--- src/sv/pie_pkg.sv ---
// ============================================================================
// pie_pkg
// Shared types and constants for the postfix integer evaluator.
// ============================================================================
package pie_pkg;

    // Operand width and stack depth
    localparam int DATA_W      = 32;
    localparam int STACK_DEPTH = 16;
    localparam int COUNT_W     = $clog2(STACK_DEPTH + 1);
    localparam int DIV_CNT_W   = $clog2(DATA_W);

    // Character codes
    localparam logic [7:0] CH_NL    = 8'h0A;
    localparam logic [7:0] CH_STAR  = 8'h2A;
    localparam logic [7:0] CH_PLUS  = 8'h2B;
    localparam logic [7:0] CH_MINUS = 8'h2D;
    localparam logic [7:0] CH_SLASH = 8'h2F;
    localparam logic [7:0] CH_ZERO  = 8'h30;
    localparam logic [7:0] CH_NINE  = 8'h39;

    // Result status codes
    localparam logic [2:0] STATUS_OK    = 3'd0;
    localparam logic [2:0] STATUS_FEW   = 3'd1;
    localparam logic [2:0] STATUS_COUNT = 3'd2;
    localparam logic [2:0] STATUS_OVER  = 3'd3;
    localparam logic [2:0] STATUS_DIV0  = 3'd4;

    // Per-cell stack command
    typedef enum logic [1:0] {
        CELL_HOLD,
        CELL_SHIFT_IN,
        CELL_SHIFT_OUT
    } cell_cmd_t;

    // Control sequencer states
    typedef enum logic [1:0] {
        S_IDLE,
        S_EXEC,
        S_MUL,
        S_DIV
    } state_t;

    // Divider request and response
    typedef struct packed {
        logic              start;
        logic [DATA_W-1:0] dividend;
        logic [DATA_W-1:0] divisor;
    } div_req_t;

    typedef struct packed {
        logic              done;
        logic [DATA_W-1:0] quotient;
    } div_rsp_t;

endpackage

--- src/sv/pie_char_if.sv ---
// ============================================================================
// pie_char_if
// Character channel: one ASCII character per item.
// ============================================================================
interface pie_char_if;

    logic       valid;
    logic       ready;
    logic [7:0] ch;

    modport source (output valid, output ch, input ready);
    modport sink   (input valid, input ch, output ready);

endinterface

--- src/sv/pie_result_if.sv ---
// ============================================================================
// pie_result_if
// Result channel: final value and status of one expression per item.
// ============================================================================
interface pie_result_if;

    logic                              valid;
    logic                              ready;
    logic signed [pie_pkg::DATA_W-1:0] value;
    logic [2:0]                        status;

    modport source (output valid, output value, output status, input ready);
    modport sink   (input valid, input value, input status, output ready);

endinterface

--- src/sv/postfix_integer_evaluator.sv ---
// ============================================================================
// postfix_integer_evaluator
// RPN integer evaluator: one character per item, 32-bit operand stack held
// in a row of shifting cells, one result per newline or error.
// ============================================================================
//
//   channel   dir   payload                      handshake
//   chars     in    ch[7:0]                      valid/ready
//   results   out   value[31:0] s, status[2:0]   valid/ready
//
// One item is in flight at a time. A character passes S_IDLE and S_EXEC;
// S_EXEC repeats if a pending number is pushed first; '*' adds S_MUL for
// the product register; '/' waits in S_DIV for the 32-step bit-serial divider.
// rst_n clears the counters and flags; stack cells need no reset.
// A result waiting on results.ready stalls only a character that must
// emit; others proceed.
// ============================================================================
module postfix_integer_evaluator (
    input  logic                clk,
    input  logic                rst_n,
    pie_char_if.sink            chars,
    pie_result_if.source        results
);

    localparam int W  = pie_pkg::DATA_W;
    localparam int D  = pie_pkg::STACK_DEPTH;
    localparam int CW = pie_pkg::COUNT_W;

    pie_pkg::state_t state_reg, state_next;

    logic [CW-1:0] count_reg, count_next;
    logic [W-1:0]  acc_reg, acc_next;
    logic          in_number_reg, in_number_next;
    logic          skip_reg, skip_next;
    logic [7:0]    ch_reg;
    logic [W-1:0]  prod_reg;

    logic          out_valid_reg, out_valid_next;
    logic [W-1:0]  value_reg;
    logic [2:0]    status_reg;

    // Stack chain
    pie_pkg::cell_cmd_t cmd_top;
    pie_pkg::cell_cmd_t cmd_rest;
    logic [W-1:0]       top_in;
    logic [W-1:0]       cell_q [D];
    logic [W-1:0]       top_q;
    logic [W-1:0]       sec_q;

    // Divider
    pie_pkg::div_req_t div_req;
    pie_pkg::div_rsp_t div_rsp;

    // Control outputs
    logic          emit;
    logic [W-1:0]  emit_value;
    logic [2:0]    emit_status;
    logic          mul_load;

    // Decode of the held character
    logic is_digit, is_nl, is_op, stack_full, few;
    logic go_push, act_nl, act_op, wants_emit, stall;

    assign top_q = cell_q[0];
    assign sec_q = cell_q[1];

    assign is_digit   = ch_reg inside {[pie_pkg::CH_ZERO:pie_pkg::CH_NINE]};
    assign is_nl      = (ch_reg == pie_pkg::CH_NL);
    assign is_op      = ch_reg inside {pie_pkg::CH_PLUS, pie_pkg::CH_MINUS,
                                       pie_pkg::CH_STAR, pie_pkg::CH_SLASH};
    assign stack_full = (count_reg == CW'(D));
    assign few        = (count_reg < CW'(2));

    assign go_push = !skip_reg && !is_digit && in_number_reg;
    assign act_nl  = !skip_reg && !in_number_reg && is_nl;
    assign act_op  = !skip_reg && !in_number_reg && is_op;

    assign wants_emit = (go_push && stack_full) || act_nl || (act_op && few)
                      || (act_op && !few && (ch_reg == pie_pkg::CH_SLASH)
                          && (top_q == '0));
    assign stall = (state_reg == pie_pkg::S_EXEC) && wants_emit
                 && out_valid_reg && !results.ready;

    // Cell row: top of stack is cell 0
    for (genvar i = 0; i < D; i++)
    begin : g_cell
        logic [W-1:0] prev_d;
        logic [W-1:0] next_d;
        if (i == 0)
        begin : g_first
            assign prev_d = top_in;
        end
        else
        begin : g_mid
            assign prev_d = cell_q[i-1];
        end
        if (i == D - 1)
        begin : g_last
            assign next_d = cell_q[i];
        end
        else
        begin : g_inner
            assign next_d = cell_q[i+1];
        end
        pie_cell u_cell (
            .clk       (clk),
            .cmd       ((i == 0) ? cmd_top : cmd_rest),
            .prev_data (prev_d),
            .next_data (next_d),
            .data      (cell_q[i])
        );
    end

    pie_div u_div (
        .clk   (clk),
        .rst_n (rst_n),
        .req   (div_req),
        .rsp   (div_rsp)
    );

    // Next state
    always_comb
    begin
        state_next = state_reg;
        case (state_reg)
            pie_pkg::S_IDLE:
            begin
                if (chars.valid)
                begin
                    state_next = pie_pkg::S_EXEC;
                end
            end
            pie_pkg::S_EXEC:
            begin
                if (stall)
                begin
                    state_next = pie_pkg::S_EXEC;
                end
                else if (go_push && !stack_full)
                begin
                    state_next = pie_pkg::S_EXEC;
                end
                else if (act_op && !few && (ch_reg == pie_pkg::CH_STAR))
                begin
                    state_next = pie_pkg::S_MUL;
                end
                else if (act_op && !few && (ch_reg == pie_pkg::CH_SLASH)
                         && (top_q != '0))
                begin
                    state_next = pie_pkg::S_DIV;
                end
                else
                begin
                    state_next = pie_pkg::S_IDLE;
                end
            end
            pie_pkg::S_MUL:
            begin
                state_next = pie_pkg::S_IDLE;
            end
            pie_pkg::S_DIV:
            begin
                if (div_rsp.done)
                begin
                    state_next = pie_pkg::S_IDLE;
                end
            end
            default:
            begin
                state_next = pie_pkg::S_IDLE;
            end
        endcase
    end

    // Datapath control
    always_comb
    begin
        cmd_top          = pie_pkg::CELL_HOLD;
        cmd_rest         = pie_pkg::CELL_HOLD;
        top_in           = acc_reg;
        count_next       = count_reg;
        acc_next         = acc_reg;
        in_number_next   = in_number_reg;
        skip_next        = skip_reg;
        emit             = 1'b0;
        emit_value       = '0;
        emit_status      = pie_pkg::STATUS_OK;
        mul_load         = 1'b0;
        div_req.start    = 1'b0;
        div_req.dividend = sec_q;
        div_req.divisor  = top_q;
        case (state_reg)
            pie_pkg::S_EXEC:
            begin
                if (stall)
                begin
                    // wait for the result slot
                end
                else if (skip_reg)
                begin
                    if (is_nl)
                    begin
                        count_next     = '0;
                        acc_next       = '0;
                        in_number_next = 1'b0;
                        skip_next      = 1'b0;
                    end
                end
                else if (is_digit)
                begin
                    if (in_number_reg)
                    begin
                        acc_next = (acc_reg << 3) + (acc_reg << 1)
                                 + {{(W-4){1'b0}}, ch_reg[3:0]};
                    end
                    else
                    begin
                        acc_next = {{(W-4){1'b0}}, ch_reg[3:0]};
                    end
                    in_number_next = 1'b1;
                end
                else if (in_number_reg)
                begin
                    // finish the pending number; once pushed, the character runs again next
                    in_number_next = 1'b0;
                    acc_next       = '0;
                    if (stack_full)
                    begin
                        emit        = 1'b1;
                        emit_status = pie_pkg::STATUS_OVER;
                        if (is_nl)
                        begin
                            count_next = '0;
                        end
                        else
                        begin
                            skip_next = 1'b1;
                        end
                    end
                    else
                    begin
                        cmd_top    = pie_pkg::CELL_SHIFT_IN;
                        cmd_rest   = pie_pkg::CELL_SHIFT_IN;
                        top_in     = acc_reg;
                        count_next = count_reg + 1'b1;
                    end
                end
                else if (is_nl)
                begin
                    emit = 1'b1;
                    if (count_reg == CW'(1))
                    begin
                        emit_value  = top_q;
                        emit_status = pie_pkg::STATUS_OK;
                    end
                    else
                    begin
                        emit_status = pie_pkg::STATUS_COUNT;
                    end
                    count_next = '0;
                    acc_next   = '0;
                    skip_next  = 1'b0;
                end
                else if (is_op)
                begin
                    if (few)
                    begin
                        emit        = 1'b1;
                        emit_status = pie_pkg::STATUS_FEW;
                        skip_next   = 1'b1;
                    end
                    else
                    begin
                        case (ch_reg)
                            pie_pkg::CH_PLUS:
                            begin
                                cmd_top    = pie_pkg::CELL_SHIFT_IN;
                                cmd_rest   = pie_pkg::CELL_SHIFT_OUT;
                                top_in     = sec_q + top_q;
                                count_next = count_reg - 1'b1;
                            end
                            pie_pkg::CH_MINUS:
                            begin
                                cmd_top    = pie_pkg::CELL_SHIFT_IN;
                                cmd_rest   = pie_pkg::CELL_SHIFT_OUT;
                                top_in     = sec_q - top_q;
                                count_next = count_reg - 1'b1;
                            end
                            pie_pkg::CH_STAR:
                            begin
                                mul_load = 1'b1;
                            end
                            pie_pkg::CH_SLASH:
                            begin
                                if (top_q == '0)
                                begin
                                    emit        = 1'b1;
                                    emit_status = pie_pkg::STATUS_DIV0;
                                    skip_next   = 1'b1;
                                end
                                else
                                begin
                                    div_req.start = 1'b1;
                                end
                            end
                            default:
                            begin
                            end
                        endcase
                    end
                end
            end
            pie_pkg::S_MUL:
            begin
                cmd_top    = pie_pkg::CELL_SHIFT_IN;
                cmd_rest   = pie_pkg::CELL_SHIFT_OUT;
                top_in     = prod_reg;
                count_next = count_reg - 1'b1;
            end
            pie_pkg::S_DIV:
            begin
                if (div_rsp.done)
                begin
                    cmd_top    = pie_pkg::CELL_SHIFT_IN;
                    cmd_rest   = pie_pkg::CELL_SHIFT_OUT;
                    top_in     = div_rsp.quotient;
                    count_next = count_reg - 1'b1;
                end
            end
            default:
            begin
            end
        endcase
    end

    // Result slot
    always_comb
    begin
        if (emit)
        begin
            out_valid_next = 1'b1;
        end
        else if (results.ready)
        begin
            out_valid_next = 1'b0;
        end
        else
        begin
            out_valid_next = out_valid_reg;
        end
    end

    always_ff @(posedge clk or negedge rst_n)
    begin
        if (!rst_n)
        begin
            state_reg     <= pie_pkg::S_IDLE;
            count_reg     <= '0;
            acc_reg       <= '0;
            in_number_reg <= 1'b0;
            skip_reg      <= 1'b0;
            out_valid_reg <= 1'b0;
        end
        else
        begin
            state_reg     <= state_next;
            count_reg     <= count_next;
            acc_reg       <= acc_next;
            in_number_reg <= in_number_next;
            skip_reg      <= skip_next;
            out_valid_reg <= out_valid_next;
        end
    end

    // Payload registers
    always_ff @(posedge clk)
    begin
        if (chars.valid && chars.ready)
        begin
            ch_reg <= chars.ch;
        end
        if (mul_load)
        begin
            prod_reg <= sec_q * top_q;
        end
        if (emit)
        begin
            value_reg  <= emit_value;
            status_reg <= emit_status;
        end
    end

    assign chars.ready    = (state_reg == pie_pkg::S_IDLE);
    assign results.valid  = out_valid_reg;
    assign results.value  = value_reg;
    assign results.status = status_reg;

endmodule

--- src/sv/pie_cell.sv ---
// ============================================================================
// pie_cell
// One operand stack entry; shifts toward or away from the top of stack.
// ============================================================================
module pie_cell (
    input  logic                          clk,
    input  pie_pkg::cell_cmd_t            cmd,
    input  logic [pie_pkg::DATA_W-1:0]    prev_data,
    input  logic [pie_pkg::DATA_W-1:0]    next_data,
    output logic [pie_pkg::DATA_W-1:0]    data
);

    logic [pie_pkg::DATA_W-1:0] data_reg;
    logic [pie_pkg::DATA_W-1:0] data_next;

    // Push takes the entry above, pop takes the entry below
    always_comb
    begin
        case (cmd)
            pie_pkg::CELL_SHIFT_IN:  data_next = prev_data;
            pie_pkg::CELL_SHIFT_OUT: data_next = next_data;
            default:                 data_next = data_reg;
        endcase
    end

    always_ff @(posedge clk)
    begin
        data_reg <= data_next;
    end

    assign data = data_reg;

endmodule

--- src/sv/pie_div.sv ---
// ============================================================================
// pie_div
// Iterative signed divider, one quotient bit per cycle, truncating to zero.
// ============================================================================
module pie_div (
    input  logic              clk,
    input  logic              rst_n,
    input  pie_pkg::div_req_t req,
    output pie_pkg::div_rsp_t rsp
);

    localparam int W = pie_pkg::DATA_W;

    logic                            busy_reg, busy_next;
    logic                            done_reg, done_next;
    logic [pie_pkg::DIV_CNT_W-1:0]   cnt_reg, cnt_next;
    logic [W-1:0]                    rem_reg, rem_next;
    logic [W-1:0]                    quo_reg, quo_next;
    logic [W-1:0]                    den_reg, den_next;
    logic                            neg_reg, neg_next;

    logic [W:0]   rem_sh;
    logic [W:0]   diff;
    logic         ge;
    logic [W-1:0] abs_s;
    logic [W-1:0] abs_t;

    // Operand magnitudes; the most negative value maps to 2^31 unsigned
    assign abs_s = req.dividend[W-1] ? (~req.dividend + 1'b1) : req.dividend;
    assign abs_t = req.divisor[W-1]  ? (~req.divisor + 1'b1)  : req.divisor;

    // Restoring step
    assign rem_sh = {rem_reg, quo_reg[W-1]};
    assign diff   = rem_sh - {1'b0, den_reg};
    assign ge     = ~diff[W];

    always_comb
    begin
        busy_next = busy_reg;
        done_next = 1'b0;
        cnt_next  = cnt_reg;
        rem_next  = rem_reg;
        quo_next  = quo_reg;
        den_next  = den_reg;
        neg_next  = neg_reg;
        if (req.start)
        begin
            busy_next = 1'b1;
            cnt_next  = '0;
            rem_next  = '0;
            quo_next  = abs_s;
            den_next  = abs_t;
            neg_next  = req.dividend[W-1] ^ req.divisor[W-1];
        end
        else if (busy_reg)
        begin
            rem_next = ge ? diff[W-1:0] : rem_sh[W-1:0];
            quo_next = {quo_reg[W-2:0], ge};
            cnt_next = cnt_reg + 1'b1;
            if (cnt_reg == pie_pkg::DIV_CNT_W'(W - 1))
            begin
                busy_next = 1'b0;
                done_next = 1'b1;
            end
        end
    end

    always_ff @(posedge clk or negedge rst_n)
    begin
        if (!rst_n)
        begin
            busy_reg <= 1'b0;
            done_reg <= 1'b0;
            cnt_reg  <= '0;
        end
        else
        begin
            busy_reg <= busy_next;
            done_reg <= done_next;
            cnt_reg  <= cnt_next;
        end
    end

    always_ff @(posedge clk)
    begin
        rem_reg <= rem_next;
        quo_reg <= quo_next;
        den_reg <= den_next;
        neg_reg <= neg_next;
    end

    // Sign fix-up on the way out
    assign rsp.done     = done_reg;
    assign rsp.quotient = neg_reg ? (~quo_reg + 1'b1) : quo_reg;

endmodule

--- src/flat_wrapper.sv ---
// flat-port wrapper written by rule: the top's interface ports become plain ports
module postfix_integer_evaluator_flat 
  (clk, rst_n, chars_valid, chars_ch, chars_ready, results_valid, results_value, results_status, results_ready);
  pie_char_if chars_i ();
  pie_result_if results_i ();
  input  logic clk;
  input  logic rst_n;
  input wire logic [$bits(chars_i.valid)-1:0] chars_valid;
  input wire logic [$bits(chars_i.ch)-1:0] chars_ch;
  output wire logic [$bits(chars_i.ready)-1:0] chars_ready;
  output wire logic [$bits(results_i.valid)-1:0] results_valid;
  output wire logic [$bits(results_i.value)-1:0] results_value;
  output wire logic [$bits(results_i.status)-1:0] results_status;
  input wire logic [$bits(results_i.ready)-1:0] results_ready;
  assign chars_i.valid = chars_valid;
  assign chars_i.ch = chars_ch;
  assign chars_ready = chars_i.ready;
  assign results_valid = results_i.valid;
  assign results_value = results_i.value;
  assign results_status = results_i.status;
  assign results_i.ready = results_ready;
  postfix_integer_evaluator u_core (.clk(clk), .rst_n(rst_n), .chars(chars_i), .results(results_i));
endmodule
--- config.mk ---
export PLATFORM = sky130hd
export DESIGN_NAME = postfix_integer_evaluator_flat
export DESIGN_NICKNAME = d
export VERILOG_FILES = /design/src/sv/pie_pkg.sv /design/src/sv/pie_char_if.sv /design/src/sv/pie_result_if.sv /design/src/sv/postfix_integer_evaluator.sv /design/src/sv/pie_cell.sv /design/src/sv/pie_div.sv /design/src/flat_wrapper.sv
export SDC_FILE = /design/constraint.sdc
export NUM_CORES = 2
export LEC_CHECK = 0
export BUFFER_PORTS_ARGS = -buffer_cell sky130_fd_sc_hd__buf_2
export CAP_MARGIN = 10
export CORE_MARGIN = 2
export CORE_UTILIZATION = 55
export CTS_CLUSTER_SIZE = 8
export DETAILED_ROUTE_END_ITERATION = 6
export GPL_TIMING_DRIVEN = 0
export PLACE_DENSITY = 0.74
export SLEW_MARGIN = 0
export SYNTH_ARGS = -nofsm -noshare
export SYNTH_HDL_FRONTEND = slang
export SYNTH_SLANG_ARGS = --single-unit
--- constraint.sdc ---
create_clock -name clk -period 11.5 [get_ports clk]
set_input_delay 0.575 -clock clk [delete_from_list [all_inputs] [get_ports clk]]
set_output_delay 0.575 -clock clk [all_outputs]
set_load 0.02 [all_outputs]
Word-level counts from Yosys, hierarchy flattened --
Cells that the tools add are included. Widths: inputs -> output; s select.
Cells by class: add/sub/neg operators 11, $mul 1, divide/modulo/power cells 0, magnitude comparators 3, equality and inequality tests 23, shift-type cells 0, muxes and demuxes 133, bitwise operators 9, reductions and logical operators 43
Operators with widths (count):
- $pmux 32 s2 | 16
- $mux 32 | 18
- $add 32x1->32 const B | 3
- $not 32->32 | 3
- $pmux 32 s3 | 1
- $mux 5 | 13
- $add 32x32->32 | 2
- $mux 1 | 50
- $mux 2 | 24
- $sub 33x32->33 | 1
- $add 32x4->32 | 1
- $eq 8x6->1 const B | 4
- $logic_not 32->1 | 1
- $mul 32x32->32 | 1
- $reduce_bool 32->1 | 1
- $sub 32x32->32 | 1
- $mux 31 | 1
- $logic_and 1x1->1 | 18
- $mux 3 | 6
- $pmux 5 s3 | 1
- $pmux 2 s3 | 2
- $add 5x1->5 const B | 2
- $eq 5x5->1 const B | 2
- $ne 5x2->1 const B | 2
- other kinds (26) | 49
Storage, ports and cells: register bits 733, latch bits 0, bits in writable memories 0, bits in read-only memories 0, input port bits 12, memories 0

Longest topological paths before layout --
depth in word-level cells 16, depth in mapped cells 28

Cells and area by module --
A second synthesis with hierarchy kept.
Second synthesis, totals: cell total of the unflattened synthesis 4868, area, all modules 57809.2 um^2
Modules (own cells, without submodules):
- postfix_integer_evaluator | instances 1, cells an instance 2821, area an instance 25508.2 um^2
- pie_cell | instances 16, cells an instance 71, area an instance 1525.2 um^2
- pie_div | instances 1, cells an instance 911, area an instance 7897.6 um^2

Least setup slack after synthesis --
OpenSTA, ideal clock, no wires.
path type reg-to-reg, from register u_core.g_cell[0].u_cell.data_reg (netlist bit u_core.g_cell[0].u_cell.data[11]), to register u_core.g_cell[10].u_cell.data_reg (netlist bit u_core.g_cell[10].u_cell.data[0]) (enable), data arrival time 11.575 ns, slack -0.872 ns, cell stages (with the launch flop) 13, period minus slack after synthesis 12.372 ns, path through edfxtp_1 buf_6 or4_4 or4_4 nor4_4 nand4_1 a21oi_2 or2b_4 nor2_2 clkbuf_1 a21oi_1 ha_1 inv_1
Between the ends: longest elaborated chain between the ends 10, elaborated cells between the ends (all ways) 11, those cells by class 2 x eq/ne; 2 x mux; 7 x reduce/logical
RTL lines:
- start, declared | line pie_cell.sv:13 | logic [pie_pkg::DATA_W-1:0] data_reg;
- start signal, assigned | line pie_cell.sv:28 | data_reg <= data_next;
- $logic_not 32->1 * | line postfix_integer_evaluator.sv:80 | && (top_q == '0));
- $logic_and 1x1->1 * | line postfix_integer_evaluator.sv:80
- $logic_or 1x1->1 * | line postfix_integer_evaluator.sv:79 | || (act_op && !few && (ch_reg == pie_pkg::CH_SLASH)
- $logic_and 1x1->1 * | line postfix_integer_evaluator.sv:81 | assign stall = (state_reg == pie_pkg::S_EXEC) && wants_emit
- $logic_and 1x1->1 * (2 in a row) | line postfix_integer_evaluator.sv:82 | && out_valid_reg && !results.ready;
- $mux 2 * | line postfix_integer_evaluator.sv:195 | if (stall)
- $pmux 2 s3 * | line postfix_integer_evaluator.sv:192 | case (state_reg)
- $eq 2x2->1 / $eq 2x1->1 (equally long branches) | line pie_cell.sv:19 | case (cmd)
- $reduce_bool 2->1 (no source line) *
- end signal, assigned | line pie_cell.sv:28
- end, declared | line pie_cell.sv:13
Every way passes the cells marked *; elsewhere a longest branch is shown, timed or not. A chain may end at the register's enable or synchronous reset.

Final worst setup path --
from register u_core.g_cell[1].u_cell.data_reg (netlist bit u_core.g_cell[1].u_cell.data[15]), to register u_core.prod_reg[30] (data pin)
Between the ends: longest elaborated chain between the ends 1
RTL lines:
- start, declared | line pie_cell.sv:13
- start signal, assigned | line pie_cell.sv:28
- $mul 32x32->32 | line postfix_integer_evaluator.sv:384 | prod_reg <= sec_q * top_q;
- end signal, assigned | line postfix_integer_evaluator.sv:384
- end, declared | line postfix_integer_evaluator.sv:36 | logic [W-1:0] prod_reg;
Every way passes these cells.

==> reports/metrics.cfg <==
[route]
drt_pass1_iterations=6
drtIter0Drc=4199
vias_per_cell=6.102
post-route-drc-count=0
routed_wl_um=160500
vias=37850
ant_nets=0
detail_route.wl_per_cell_um=25.88

[cells_and_area]
fin_cells=6202
nNetsFinal=5558
largest_register_ffs=512
fin_util=0.6089
multi_input_area_mm2=0.02944
seq_area_mm2=0.02145
area_growth_syn_to_layout_pct=9.773
drive_gt1_frac=0.1425
nFillCells=7762

[logic_synthesis]
syn-num-nets=5383
synth_warnings=0
synth_top_flop_cell=edfxtp_1
async_flop_share=0.06685
synth.distinct_cells=84
postSynthAreaPerCell_um2=11.40
synth.yosys.seq_area_share=0.3998
synthesis.area_mm2=0.05364
synth-edff-count=652
synth.ff_latch_count=733
synth_cells=4704

[setup_path]
path_cells=clkbuf_1 > clkbuf_1 > and2_1 > fa_1 > fa_1 > fa_1 > inv_1 > fa_1 > inv_1 > fa_1 > fa_1 > fa_1 > fa_1 > ha_1 > and3_1 > nand2_1 > nor2_1 > a211oi_1 > o221ai_1 > o41ai_1 > xnor2_1
arrival_ns=9.94
critPathKind=reg -> reg
crit_path_frequent_cell=fa_1
path_delay_family=adder cells
path_max_fanout=10
critical_path_buf_inv_count=4
worstPathRequired_ns=11.91
cp-end-kind=flip-flop
crit_path_max_incr_delay_ns=0.84
critPathSlowestCell=clkbuf_1
cp-start-kind=flip-flop

[timing]
timing.fmax_mhz=104.9
fin_crit_sh=0.8288
rsz0062_at_grt=no
setup_viol=0
slew_headroom=0.1779
fin_setup_tns_ns=0
worst_pin_slew_ns=1.233
slew_viol_final=0
finalHoldViolCount=0
min_period_ns=9.531
fin_skew_ns=0.06288

[global_routing]
grt_pass1_vias=37530
grt_max_degree=50
globalRouteOverflowTotal=0
grt.total_usage=0.3234
grt_pass1_wl_um=237900
antenna_found_initial=8

[clock_network]
cts_tree=built
cts.path.max_buffers=3
clk_pin_slew_ns=0.06
cts_num_sinks=733
post_cts_resize_count=0
cts-root-buf=clkbuf_16
insertion_delay_ns=0.71
cts_buffers=103
htree_levels=3

[power]
leakagePower_nw=23.43
power.density_mw_per_mm2=197.9
ir_drop_mv=0.4857

[floorplanning]
rows=114
initial_utilization=0.5547
ios=49
die_w_um=316.3
die-area_mm2=0.1000
core_area_mm2=0.09671
die_h_um=316.3

[placement]
dp_cells=6047
dp_hpwl_um=119900
gp_congestion=1.014
io_buffers=48

[job]
maxCapViolCount=0

[status]
status=complete, no violations

[hold_path]
min_path_type=in -> reg

final cells by class:
class,instances,share of cell area
diodes,5,0.0002125
plain buffers,261,0.01747
well taps,1276,0.02711
clock inverters,9,0.002720
inverters,473,0.03022
multi-input cells,3237,0.5000
flip-flops and latches,733,0.3642
repair buffers,70,0.01105
clock buffers,138,0.04707
synth_stat cells, types with 17 or more instances:
cell type	count	area [um^2]
nand2_1	455	1708
o21ai_0	206	1031
or4_1	17	127.6
dfrtp_1	49	1226
or3_1	31	193.9
o21a_1	24	180.2
mux2i_1	37	370.4
a31oi_1	24	150.1
and2_1	318	1989
nand4_1	17	106.4
ha_1	255	3191
xor2_1	141	1235
o21bai_1	19	142.6
fa_1	412	8248
inv_1	473	1775
o31ai_1	41	307.8
nor3_1	28	140.1
a21oi_1	163	815.8
edfxtp_1	652	19580
mux2_2	450	5067
nand2b_1	20	125.1
a21o_1	40	300.3
nand3_1	41	205.2
dfxtp_1	32	640.6
xnor2_1	143	1252
nor2_1	131	491.7
clkbuf_1	232	870.8
nor2b_1	21	131.4
through the flow:
step           total power, mW  setup slack, ns  instance area, um^2  hold WS, ns
2_1_floorplan            6.873            1.518                53650       0.2794
3_3_place_gp             8.567           -2.504                55480       0.4219
3_5_place_dp             8.654            2.292                55890       0.4311
4_1_cts                  11.49            2.233                58830      0.01706
5_1_grt                  12.21            1.519                58870      0.03192
6_report                 11.65            1.969                58880      0.04923
layout by cell type (no fill, tap or decap), types with 11 or more instances in the layout:
cell	instances
o21ai_0	205
xnor2_1	143
buf_1	13
ha_1	254
a211oi_1	15
o21bai_1	19
o41ai_1	12
buf_2	55
xor2_1	141
mux2i_1	37
inv_1	471
and2_1	318
a21o_1	40
nand2b_1	20
nand3_1	41
mux4_2	15
mux2_2	450
nor2_1	130
or4_1	17
or3_1	31
clkbuf_16	105
nand2_1	454
nand4_1	17
dfrtp_1	49
a31oi_1	24
fa_1	412
o31ai_1	41
nor3_1	28
edfxtp_1	652
nor2b_1	21
dfxtp_1	32
clkbuf_1	263
a21oi_1	163
and3_1	15
buf_12	16
nor4_1	11
o21a_1	24
power by group:
| part | internal, mW | switching [mW] | total (mW) |
|---|---|---|---|
| combinational | 2.17 | 3.40 | 5.57 |
| sequential | 3.21 | 0.0579 | 3.27 |
| clock | 1.68 | 1.14 | 2.82 |
path summary, 6_finish.rpt:
kind | endpoint | depth (start not counted) | slack [ns] | startpoint
setup / recovery | u_core.prod_reg[30]$_DFFE_PP_ | 21 | 1.97 | u_core.g_cell[1].u_cell.data[15]$_DFFE_PP_
setup reg to reg | u_core.prod_reg[30]$_DFFE_PP_ | 21 | 1.97 | u_core.g_cell[1].u_cell.data[15]$_DFFE_PP_
min in group asynchronous | u_core.count_reg[0]$_DFFE_PN0P_ | 2 | 0.30 | rst_n
max in group asynchronous | u_core.acc_reg[4]$_DFFE_PN0P_ | 3 | 10.67 | rst_n
hold / removal | u_core.ch_reg[1]$_DFFE_PP_ | 1 | 0.05 | chars_ch[1]
hold reg to reg | u_core.g_cell[15].u_cell.data[28]$_DFFE_PN_ | 0 | 0.44 | u_core.g_cell[14].u_cell.data[28]$_DFFE_PP_
worst register-to-register path: cells and delay by family (launching register included):
kind	cells	cell delay, ns
simple gates	4	0.65
flops	1	0.74
buf+inv	4	1.66
xor+xnor	1	0.31
compound gates	3	1.60
fa+ha+maj	9	4.27
timing repair:
item | 4_1_cts | 5_1_grt
hold buffers | 0 | 1
hold endpoints to repair | 0 | 11
buffers inserted | 0 | 0
cells by family after synthesis:
kind of cell	Yosys count	synth area share
AOI/OAI and AO/OA	642	0.07436
xor gates and xnor gates	285	0.04679
adders and majority gates	667	0.2132
buffers and inverters	734	0.05227
DFF	733	0.3998
muxes	502	0.1077
and+or+nand+nor	1141	0.1059
layer usage:
| metal | vias to the layer above | part of all wire | global-route usage |
|---|---|---|---|
| met1 | 19000 | 0.40 | 0.4344 |
| met2 | 1916 | 0.45 | 0.4995 |
| met5 | - | 0.000081 | 0 |
| met4 | 2 | 0.052 | 0.1487 |
| met3 | 455 | 0.098 | 0.07796 |
| li1 | 16480 | - | - |
No activity file was read; power rests on OpenSTA's default activity.
